--- src/xxh64_pkg.sv ---
// Package for the streaming XXH64 hasher: constants, datapath commands, FSM states.
// No dependencies.
package xxh64_pkg;

    localparam logic [63:0] PRIME1 = 64'h9E3779B185EBCA87;
    localparam logic [63:0] PRIME2 = 64'hC2B2AE3D27D4EB4F;
    localparam logic [63:0] PRIME3 = 64'h165667B19E3779F9;
    localparam logic [63:0] PRIME4 = 64'h85EBCA77C2B2AE63;
    localparam logic [63:0] PRIME5 = 64'h27D4EB2F165667C5;

    typedef enum logic [4:0] {
        ST_IDLE,
        ST_LANE_MUL,
        ST_LANE_ROT,
        ST_LANE_MUL1,
        ST_LANE_WB,
        ST_MRG_SUM,
        ST_MRG_MUL,
        ST_MRG_ROT,
        ST_MRG_MUL1,
        ST_MRG_MUL2,
        ST_NOMRG,
        ST_ADDLEN,
        ST_W8_MUL,
        ST_W8_ROT,
        ST_W8_MUL1,
        ST_W8_MUL2,
        ST_W4_MUL,
        ST_W4_MUL2,
        ST_B1_MUL,
        ST_B1_MUL2,
        ST_FM_MUL,
        ST_FM_MUL2,
        ST_FM_END,
        ST_OUT
    } state_t;

    // one-cycle datapath commands issued by the controller
    typedef struct packed {
        logic       start_msg;
        logic       accept;
        logic       buf_word;
        state_t     step;
        logic [1:0] phase;
        logic [1:0] sel;
        logic [1:0] lane;
    } cmd_t;

    typedef struct packed {
        logic       last;
        logic       stripe_full;
        logic       stripe_seen;
        logic [1:0] position;
        logic [3:0] bv;
    } status_t;

    // steps that use the shared multiplier
    function automatic logic is_mul_step(input state_t s);
        is_mul_step = s inside {ST_LANE_MUL, ST_LANE_MUL1, ST_MRG_MUL, ST_MRG_MUL1,
                                ST_MRG_MUL2, ST_W8_MUL, ST_W8_MUL1, ST_W8_MUL2,
                                ST_W4_MUL, ST_W4_MUL2, ST_B1_MUL, ST_B1_MUL2,
                                ST_FM_MUL, ST_FM_MUL2};
    endfunction

endpackage

--- src/xxh64_ctrl.sv ---
// Controller FSM of the XXH64 hasher: sequences lane rounds, merge, tail and mix.
// Uses xxh64_pkg; drives xxh64_datapath through cmd_t / status_t.
module xxh64_ctrl (
    input  logic                clk,
    input  logic                rst_n,
    input  logic                in_valid,
    output logic                in_ready,
    output logic                out_valid,
    input  logic                out_ready,
    output xxh64_pkg::cmd_t     cmd,
    input  xxh64_pkg::status_t  status
);

    xxh64_pkg::state_t state_reg, state_next;
    logic [1:0] cnt_reg, cnt_next;
    logic [1:0] phase_reg, phase_next;
    logic       in_msg_reg, in_msg_next;
    logic       merged_reg, merged_next;

    always_ff @(posedge clk or negedge rst_n)
    begin
        if (!rst_n)
        begin
            state_reg  <= xxh64_pkg::ST_IDLE;
            cnt_reg    <= 2'd0;
            phase_reg  <= 2'd0;
            in_msg_reg <= 1'b0;
            merged_reg <= 1'b0;
        end
        else
        begin
            state_reg  <= state_next;
            cnt_reg    <= cnt_next;
            phase_reg  <= phase_next;
            in_msg_reg <= in_msg_next;
            merged_reg <= merged_next;
        end
    end

    always_comb
    begin
        state_next  = state_reg;
        cnt_next    = cnt_reg;
        phase_next  = 2'd0;
        in_msg_next = in_msg_reg;
        merged_next = merged_reg;
        in_ready    = 1'b0;
        out_valid   = 1'b0;
        cmd         = '0;
        cmd.step    = state_reg;
        cmd.phase   = phase_reg;
        cmd.sel     = cnt_reg;
        cmd.lane    = cnt_reg;
        case (state_reg)
            xxh64_pkg::ST_IDLE:
            begin
                in_ready = 1'b1;
                cmd.step = xxh64_pkg::ST_IDLE;
                if (in_valid)
                begin
                    cmd.accept    = 1'b1;
                    cmd.start_msg = !in_msg_reg;
                    in_msg_next   = 1'b1;
                    cnt_next      = 2'd0;
                    merged_next   = 1'b0;
                    state_next    = xxh64_pkg::ST_LANE_MUL;
                end
            end
            xxh64_pkg::ST_LANE_MUL:
            begin
                // only a full stripe goes through the lanes
                if (!(status.stripe_full || (!status.last && status.position == 2'd3)))
                begin
                    cmd.step = xxh64_pkg::ST_IDLE;
                    if (!status.last)
                    begin
                        cmd.buf_word = 1'b1;
                        state_next   = xxh64_pkg::ST_IDLE;
                    end
                    else
                        state_next = status.stripe_seen ? xxh64_pkg::ST_MRG_SUM
                                                        : xxh64_pkg::ST_NOMRG;
                end
                else
                    state_next = xxh64_pkg::ST_LANE_ROT;
            end
            xxh64_pkg::ST_LANE_ROT:  state_next = xxh64_pkg::ST_LANE_MUL1;
            xxh64_pkg::ST_LANE_MUL1: state_next = xxh64_pkg::ST_LANE_WB;
            xxh64_pkg::ST_LANE_WB:
            begin
                cnt_next = cnt_reg + 2'd1;
                if (cnt_reg != 2'd3)
                    state_next = xxh64_pkg::ST_LANE_MUL;
                else if (!status.last)
                    state_next = xxh64_pkg::ST_IDLE;
                else
                    state_next = xxh64_pkg::ST_MRG_SUM;
            end
            xxh64_pkg::ST_MRG_SUM:
            begin
                cnt_next   = 2'd0;
                state_next = xxh64_pkg::ST_MRG_MUL;
            end
            xxh64_pkg::ST_MRG_MUL:  state_next = xxh64_pkg::ST_MRG_ROT;
            xxh64_pkg::ST_MRG_ROT:  state_next = xxh64_pkg::ST_MRG_MUL1;
            xxh64_pkg::ST_MRG_MUL1: state_next = xxh64_pkg::ST_MRG_MUL2;
            xxh64_pkg::ST_MRG_MUL2:
            begin
                cnt_next   = cnt_reg + 2'd1;
                state_next = (cnt_reg == 2'd3) ? xxh64_pkg::ST_ADDLEN
                                               : xxh64_pkg::ST_MRG_MUL;
            end
            xxh64_pkg::ST_NOMRG: state_next = xxh64_pkg::ST_ADDLEN;
            xxh64_pkg::ST_ADDLEN:
            begin
                cnt_next   = 2'd0;
                state_next = xxh64_pkg::ST_W8_MUL;
            end
            xxh64_pkg::ST_W8_MUL:
            begin
                // buffered words first, then the last word if it is full
                if (!merged_reg && cnt_reg < status.position)
                    state_next = xxh64_pkg::ST_W8_ROT;
                else if (!merged_reg && status.bv == 4'd8)
                begin
                    cmd.sel    = 2'd3;
                    merged_next = 1'b1;
                    state_next = xxh64_pkg::ST_W8_ROT;
                end
                else
                begin
                    cmd.step   = xxh64_pkg::ST_IDLE;
                    state_next = (status.bv >= 4'd4 && status.bv != 4'd8)
                                 ? xxh64_pkg::ST_W4_MUL : xxh64_pkg::ST_B1_MUL;
                end
            end
            xxh64_pkg::ST_W8_ROT:  state_next = xxh64_pkg::ST_W8_MUL1;
            xxh64_pkg::ST_W8_MUL1: state_next = xxh64_pkg::ST_W8_MUL2;
            xxh64_pkg::ST_W8_MUL2:
            begin
                if (merged_reg)
                    state_next = xxh64_pkg::ST_FM_MUL;
                else
                begin
                    cnt_next   = cnt_reg + 2'd1;
                    state_next = xxh64_pkg::ST_W8_MUL;
                end
            end
            xxh64_pkg::ST_W4_MUL:  state_next = xxh64_pkg::ST_W4_MUL2;
            xxh64_pkg::ST_W4_MUL2: state_next = xxh64_pkg::ST_B1_MUL;
            xxh64_pkg::ST_B1_MUL:
            begin
                if (status.bv == 4'd0 || merged_reg)
                begin
                    cmd.step   = xxh64_pkg::ST_IDLE;
                    state_next = xxh64_pkg::ST_FM_MUL;
                end
                else
                    state_next = xxh64_pkg::ST_B1_MUL2;
            end
            xxh64_pkg::ST_B1_MUL2: state_next = xxh64_pkg::ST_B1_MUL;
            xxh64_pkg::ST_FM_MUL:  state_next = xxh64_pkg::ST_FM_MUL2;
            xxh64_pkg::ST_FM_MUL2: state_next = xxh64_pkg::ST_FM_END;
            xxh64_pkg::ST_FM_END:
            begin
                in_msg_next = 1'b0;
                state_next  = xxh64_pkg::ST_OUT;
            end
            xxh64_pkg::ST_OUT:
            begin
                out_valid = 1'b1;
                cmd.step  = xxh64_pkg::ST_IDLE;
                if (out_ready)
                    state_next = xxh64_pkg::ST_IDLE;
            end
            default: state_next = xxh64_pkg::ST_IDLE;
        endcase
        // a multiply step holds until its last partial-product phase
        if (xxh64_pkg::is_mul_step(cmd.step) && (phase_reg != 2'd2))
        begin
            state_next  = state_reg;
            cnt_next    = cnt_reg;
            in_msg_next = in_msg_reg;
            merged_next = merged_reg;
            phase_next  = phase_reg + 2'd1;
        end
    end

endmodule

--- config.mk ---
export PLATFORM = sky130hd
export DESIGN_NAME = xxh64_ctrl
export DESIGN_NICKNAME = d
export VERILOG_FILES = /design/src/xxh64_pkg.sv /design/src/xxh64_ctrl.sv
export SDC_FILE = /design/constraint.sdc
export NUM_CORES = 1
export LEC_CHECK = 0
export ABC_AREA = 1
export BUFFER_PORTS_ARGS = -buffer_cell sky130_fd_sc_hd__buf_4
export CAP_MARGIN = 20
export CORE_MARGIN = 10
export CORE_UTILIZATION = 57
export CTS_CLUSTER_SIZE = 20
export DETAILED_ROUTE_END_ITERATION = 6
export PLACE_DENSITY_LB_ADDON = 0.2
export RECOVER_POWER = 100
export SYNTH_ARGS = -nofsm -noshare
export SYNTH_HDL_FRONTEND = slang
export SYNTH_SLANG_ARGS = --single-unit
--- constraint.sdc ---
create_clock -name clk -period 2.6 [get_ports clk]
set_input_delay 0.13 -clock clk [delete_from_list [all_inputs] [get_ports clk]]
set_output_delay 0.13 -clock clk [all_outputs]
set_load 0.05 [all_outputs]
; Yosys cells after proc, flatten, opt, wreduce, memory -nomap -nowiden
; Cells that the tools add are included.
[totals]
ff_bits = 11
out_inout_bits = 16
wordCells = 120
[op_classes]
add_sub_neg = 2
magnitude_cmp = 2
eq_ne = 48
mux = 38
bitwise_logic = 1
reduce_logical = 24
[op_table]
columns = op, count
row1 = case mux 5 bit (23 select lines), 1
row2 = "== test 5 bit, second input constant", 14
row3 = "== test 5 x 4 -> 1 bit, second input constant", 13
row4 = two-way mux 5 bit, 8
row5 = "== test 5 x 3 -> 1 bit, second input constant", 5
row6 = case mux 5 bit (4 select lines), 1
row7 = two-way mux 2 bit, 9
row8 = two-way mux 4 bit, 4
row9 = "== test 5 x 2 -> 1 bit, second input constant", 3
row10 = "inequality test 2 bit, second input constant", 7
row11 = nonzero test 14 bit, 1
row12 = "== test 5 x 1 -> 1 bit, second input constant", 2
row13 = two-way mux 3 bit, 3
row14 = two-way mux 1 bit, 8
row15 = case mux 2 bit (4 select lines), 1
row16 = OR reduction 2 bit, 4
row17 = two-way mux 6 bit, 1
row18 = AND reduction 3 bit, 2
row19 = logical AND 1 bit, 5
row20 = logical NOT 5 bit, 1
row21 = AND reduction 5 bit, 1
row22 = "adder 2 x 1 -> 2 bit, second input constant", 2
row23 = "== test 2 bit, second input constant", 2
row24 = "== test 4 bit, second input constant", 1
row25 = 11 further kinds, 16

; Longest topological paths before layout
; Gate-level depths: netlist (run 1).
[depth]
depth_word = 10
ltp_mapped = 13
mapped_depth_nobuf = 13

; Worst setup path after synthesis (run 1)
; Ideal clock, no wire load.
[synth_path]
path_type = flip-flop to output port
from = register state_reg[3]
to = output port cmd[10] (netlist name)
arrival_time_ns = 2.549
setup_slack_ns = -0.079
stages_incl_launch_ff = 7
path_cell_list = dfrtp_1 -> inv_2 -> nand2_2 -> nor3_1 -> nor3_1 -> inv_1 -> o21ai_0
[synth_rtl]
columns = element, line
row1 = start: declaration, xxh64_ctrl.sv:14  ; xxh64_pkg::state_t state_reg, state_next;
row2 = start signal: assignment, xxh64_ctrl.sv:24  ; state_reg <= xxh64_pkg::ST_IDLE;
row3 = start signal: assignment, xxh64_ctrl.sv:32  ; state_reg <= state_next;
row4 = end: declaration, xxh64_ctrl.sv:10  ; output xxh64_pkg::cmd_t cmd,

==> metrics.cfg, run 1 <==
[sta]
finalClockSkew_ns=0.00478
finalSetupTns_ns=0
fmaxAchievable_ghz=0.418
setup_viol=0
finalMaxSlewViolations=0
worst_pin_slew_ns=0.619
period_needed_ns=2.39
hold_violations=0
rsz0062_at_grt=no
timing.slew.headroom=0.589
fin_crit_sh=0.920

[worst_setup_path]
crit_fanout=9
cp_data_arrival_time_ns=2.26
crit_type=flip-flop to output port
cp.required_ns=2.47
critPathLaunchType=flip-flop
endpoint_kind=output port

[die]
num_rows=16
die_area_sq_mm=0.00440
initial_core_util=0.611
ios=29
die_h_um=66.3
die_w_um=66.3
fp.coreArea_sq_mm=0.00200

[synth]
synth_area_sq_mm=0.00122
yosys.area.top_type=dfrtp_1
netlist_instances=212
yosysTopAreaCellShare=0.225
synth-edff-count=0
yosysSeqAreaShare=0.225
ys_types=24
synthTopCellsByArea=dfrtp_1 22%, nand2_1 19%, nor2_1 8.9%, inv_1 7.1%, nand3_1 7.0%
postSynthAreaPerCell_sq_um=5.77
ys_seq_elements=11
synth_fp_nets=228
synth_flop_cell=dfrtp_1
synth_commonest_cells=63 x nand2_1, 29 x nor2_1, 23 x inv_1
yosysMostFrequentCell=nand2_1
yosys_warnings=0
postSynth.asyncResetShare=1.00

[clock_network]
cts_tree=yes
cts_buffers=3
h-tree-depth=1
post_cts_buffers=0
clock-sinks=11
ctsRootBufferMaster=clkbuf_4
cts.path.max_buffers=2
insertion_delay_ns=0.26
clk_pin_slew_ns=0.07

[place]
gp_routability_congestion=1.04
hpwl_um=3140
numPortBuffers=28

[routing]
wl_per_cell_um=13.9
drc=0
wirelength_um=3740
drtAntennaViolNets=0
firstDrtPassIters=4
vias=1527
via_per_inst=5.68
drt_iter0_drc=153

[final_layout]
largest_reg_flops=5
post-route-util=0.717
syn_to_final_growth_pct=17.3
final_nets=259
drive_gt1_frac=0.178
nFillCells=187
antenna_cells=0

[power_and_ir_drop]
p_per_area_mw_per_mm2=1250
ir_drop_mv=0.898
p_leak_nw=0.828

[global_routing]
track_usage=0.172
grt_max_degree=14
grt_pass1_vias=1412
grt_pass1_wl_um=6250
grt-ovfl-total=0
antenna_found_initial=0

[worst_hold_path]
hp-class=input pin to flip-flop

[outcome]
status=complete, no violations

[job]
maxCapViolations=0

[worst paths after layout]
check / from / to / slack [ns] / cells past startpoint
hold reg to reg: phase_reg[0]$_DFF_PN0_ / phase_reg[0]$_DFF_PN0_ / 0.46 / 1
setup / recovery: state_reg[4]$_DFFE_PN0P_ / cmd[9] / 0.21 / 9
min in group asynchronous: rst_n / state_reg[2]$_DFFE_PN0P_ / 0.42 / 2
hold / removal: in_valid / in_msg_reg$_DFFE_PN0P_ / 0.27 / 5
setup reg to reg: state_reg[4]$_DFFE_PN0P_ / state_reg[4]$_DFFE_PN0P_ / 0.30 / 11
max in group asynchronous: rst_n / cnt_reg[1]$_DFFE_PN0P_ / 1.81 / 2
[report_power, final]
group	internal, W	switching (W)	total [W]	leakage, nW
sequential	0.000230	0.0000938	0.000323	0.142
combinational	0.000364	0.000989	0.00135	0.671
clock	0.0000593	0.0000515	0.000111	0.0150
[cell type report]
| type | instances | area, sq um | area share |
|---|---|---|---|
| multi-input combinational | 167 | 802 | 0.559 |
| tap | 27 | 33.8 | 0.0235 |
| clock buffer | 4 | 26.3 | 0.0183 |
| inverter | 31 | 116 | 0.0811 |
| timing repair buffer | 29 | 181 | 0.126 |
| sequential | 11 | 275 | 0.192 |
[through the flow]
| stage | total power [W] | worst slack (ns) | hold WS (ns) | instance area, sq um | cells |
|---|---|---|---|---|---|
| CTS | 0.00183 | 0.282 | 0.220 | 1490 | 269 |
| detailed placement | 0.00171 | 0.568 | -0.0343 | 1450 | 264 |
| global route | 0.00194 | 0.0200 | 0.329 | 1440 | 269 |
| floorplan | 0.00139 | 0.256 | -0.166 | 1230 | 212 |
| global placement | 0.00169 | 0.562 | -0.0359 | 1450 | 264 |
| finish | 0.00179 | 0.208 | 0.273 | 1440 | 269 |
[routing by layer]
metal | routed length [um] | share of wire | vias up | track usage
met5 | 0 | 0 | - | 0
met4 | 62 | 0.017 | 0 | 0.0628
met3 | 359 | 0.096 | 10 | 0.0407
met2 | 1860 | 0.50 | 81 | 0.298
met1 | 1450 | 0.39 | 689 | 0.200
li1 | - | - | 747 | -
[what timing repair did]
action	4_1_cts	5_1_grt
endpoints found under the hold margin	11	0
gates resized for setup	0	0
hold buffers	1	0
[cell families (layout without fill, tap and decap cells)]
group,count (synthesis),after routing,share of synthesized area
simple gates,147,147,0.553
buf+inv,34,64,0.113
compound gates,17,17,0.0777
flops,11,11,0.225
fa+ha+maj,3,3,0.0307
[layout by cell type, fill, tap and decap left out, types with 5 or more instances in the layout]
master    count
dfrtp_1      11
clkbuf_1     10
nand3_1      17
a21oi_1       5
nand4_1      13
nand2_1      65
o21ai_0       8
inv_1        23
buf_4        15
clkbuf_4      5
nor3_1        6
inv_2         8
nor2_1       30
nand2_2       7
[critical path, stage by stage (launching register included)]
cell	delay (ns)
dfrtp_1	0.56
inv_2	0.15
nand2_1	0.15
nor2_1	0.11
inv_1	0.12
o21ai_0	0.09
nor3_1	0.22
inv_1	0.13
o21ai_0	0.22
buf_4	0.24
Note: power is estimated with default switching activity, not from simulation.
==> inputs of run 2 (changes only) <==
--- a/config.mk
+++ b/config.mk
@@ -9,11 +9,12 @@
 export BUFFER_PORTS_ARGS = -buffer_cell sky130_fd_sc_hd__buf_4
 export CAP_MARGIN = 20
 export CORE_MARGIN = 10
-export CORE_UTILIZATION = 57
+export CORE_UTILIZATION = 40
 export CTS_CLUSTER_SIZE = 20
 export DETAILED_ROUTE_END_ITERATION = 6
 export PLACE_DENSITY_LB_ADDON = 0.2
 export RECOVER_POWER = 100
+export SETUP_SLACK_MARGIN = 0.5
 export SYNTH_ARGS = -nofsm -noshare
 export SYNTH_HDL_FRONTEND = slang
 export SYNTH_SLANG_ARGS = --single-unit
==> run 2 against run 1 <==
Compared with the run above: sequential share of layout area decreased by 0.63 points; critical path depth decreased by 3; first-iteration DRC count increased by 31%; clock power about the same; hold slack improved by 0.015 ns; core utilization decreased by 21 points.
==> metrics.cfg, run 2 (synthesized netlist as in run 1, its figures left out) <==
[final_layout]
mostFrequentLayoutCells=62 x nand2_1, 31 x nor2_1, 22 x inv_1, 22 x buf_4, 16 x nand3_1
final_common_cell=nand2_1
final_nets=264
drive_gt1_frac=0.235
largest_reg_flops=5
syn_to_final_growth_pct=22.9
antenna_cells=0

[clock_network]
ctsRootBufferMaster=clkbuf_4
h-tree-depth=1
cts.path.max_buffers=2
cts_tree=yes
insertion_delay_ns=0.27
clk_pin_slew_ns=0.07
clock-sinks=11
cts_buffers=3

[global_routing]
grtUsageMet2=0.209
grt_max_degree=14
grt_pass1_wl_um=6130
track_usage=0.134
grt_use_met3=0.0195
busiest_layer=met2
antenna_found_initial=0
grt_pass1_vias=1403
grt-ovfl-total=0
use_met1=0.172

[worst_setup_path]
crit_buf_inv=1
cp.required_ns=2.47
reg2regPathDepth=11
cp_top_family=simple AND/OR/NAND/NOR gates
cpPeakStageDelay_ns=0.43
critical_path_depth=6
crit_type=flip-flop to output port
crit_chain=nor2_1 > nand2_1 > nor2_1 > nand2_1 > o21ai_1 > clkbuf_2
endpoint_kind=output port
cp_data_arrival_time_ns=2.05
crit_fanout=6
cp_slowest_cell=dfrtp_1
critPathLaunchType=flip-flop

[sta]
period_needed_ns=2.18
hold_violations=0
finalSetupTns_ns=0
worst_pin_slew_ns=0.599
fin_crit_sh=0.838
finalMaxSlewViolations=0
final.setup.worst_slack_ns=0.420
timing.slew.headroom=0.601
whs_ns=0.288
setup_viol=0
fmaxAchievable_ghz=0.459
finalClockSkew_ns=0.00420
rsz0062_at_grt=no

[job]
maxCapViolations=0

[routing]
drt_iter0_drc=200
firstDrtPassIters=4
vias=1481
wl_per_cell_um=13.3
drtAntennaViolNets=0
drc=0
via_per_inst=5.29
wirelength_um=3730

[die]
die_h_um=75.3
ios=29
initial_core_util=0.411
fp.coreArea_sq_mm=0.00298
die_w_um=75.3
num_rows=20
die_area_sq_mm=0.00567

[outcome]
status=complete, no violations

[worst_hold_path]
hp-class=input pin to flip-flop
min_path_cells=5

[power_and_ir_drop]
p_switching_w=0.00116
power_frac_seq=0.163
p_int_w=0.000700
p_leak_nw=0.864
combPwrFrac=0.776
clkPwrFrac=0.061
p_sw_frac=0.623
p_per_area_mw_per_mm2=1230
ir_drop_mv=0.487

[place]
hpwl_um=3030
numPortBuffers=28
preCtsSetupSlack_ns=0.620
gp_routability_congestion=1.02

-- run 2: cell count changes in the layout (fill, tap and decap cells not counted), moves of 2 or more --
cell	previous run	this run
dfrtp_2	0	3
buf_4	15	22
clkbuf_2	2	4
o21ai_1	1	4
nand2_1	65	62
o21ai_0	8	5
clkbuf_4	5	3
clkbuf_1	10	8
nand2_2	7	9
dfrtp_1	11	8
-- run 2: worst register-to-register path, cell delays in order (launching register included) --
cell	delay [ns]
dfrtp_1	0.43
nor2_1	0.32
nand2_1	0.20
nor2_1	0.25
nand2_1	0.17
nand4_1	0.12
nor2_1	0.05
nand2_1	0.10
nand2_4	0.11
nand3_2	0.13
nand2_1	0.07
nand2_1	0.06
-- run 2: worst paths after layout --
kind | start | endpoint | slack, ns
setup reg to reg | state_reg[3]$_DFFE_PN0P_ | state_reg[0]$_DFFE_PN0P_ | 0.51
min in group asynchronous | rst_n | in_msg_reg$_DFFE_PN0P_ | 0.37
max in group asynchronous | rst_n | state_reg[0]$_DFFE_PN0P_ | 1.81
hold / removal | in_valid | in_msg_reg$_DFFE_PN0P_ | 0.29
hold reg to reg | phase_reg[0]$_DFF_PN0_ | phase_reg[0]$_DFF_PN0_ | 0.45
setup / recovery | state_reg[3]$_DFFE_PN0P_ | cmd[6] | 0.42
-- run 2: layout make-up --
type                       instances  area, sq um
clock buffer                       4         26.3
inverter                          31          119
multi-input combinational        167          817
timing repair buffer              34          221
sequential                        11          279
fill                             330         1470
tap                               33         41.3
-- run 2: layer usage --
metal  wire length, um  up-vias
met5                 0        -
met4               127        0
met3               291       14
met2              1770       68
met1              1540      639
li1                  -      760
-- run 2: timing repair --
item | CTS | global route
buffers inserted | 0 | 4
hold endpoints to repair | 11 | 0
hold buffers | 1 | 0
setup endpoints to repair | 0 | 12
resized for setup | 0 | 14
-- run 2: through the flow --
step | util | instances | area (sq um) | total power [W]
after detailed placement | 0.494 | 271 | 1470 | 0.00172
after global placement | 0.494 | 271 | 1470 | 0.00173
after global routing | 0.505 | 280 | 1500 | 0.00203
final | 0.505 | 280 | 1500 | 0.00186
after floorplan | - | 212 | 1230 | 0.00139
after CTS | 0.506 | 276 | 1510 | 0.00184
-- run 2: power by group through the flow --
stage | combinational [W] | clock, W | sequential [W]
2_1_floorplan | 0.00104 | 0 | 0.000350
3_5_place_dp | 0.00140 | 0 | 0.000311
3_3_place_gp | 0.00142 | 0 | 0.000310
4_1_cts | 0.00141 | 0.000120 | 0.000308
5_1_grt | 0.00160 | 0.000125 | 0.000310
6_report | 0.00144 | 0.000114 | 0.000302
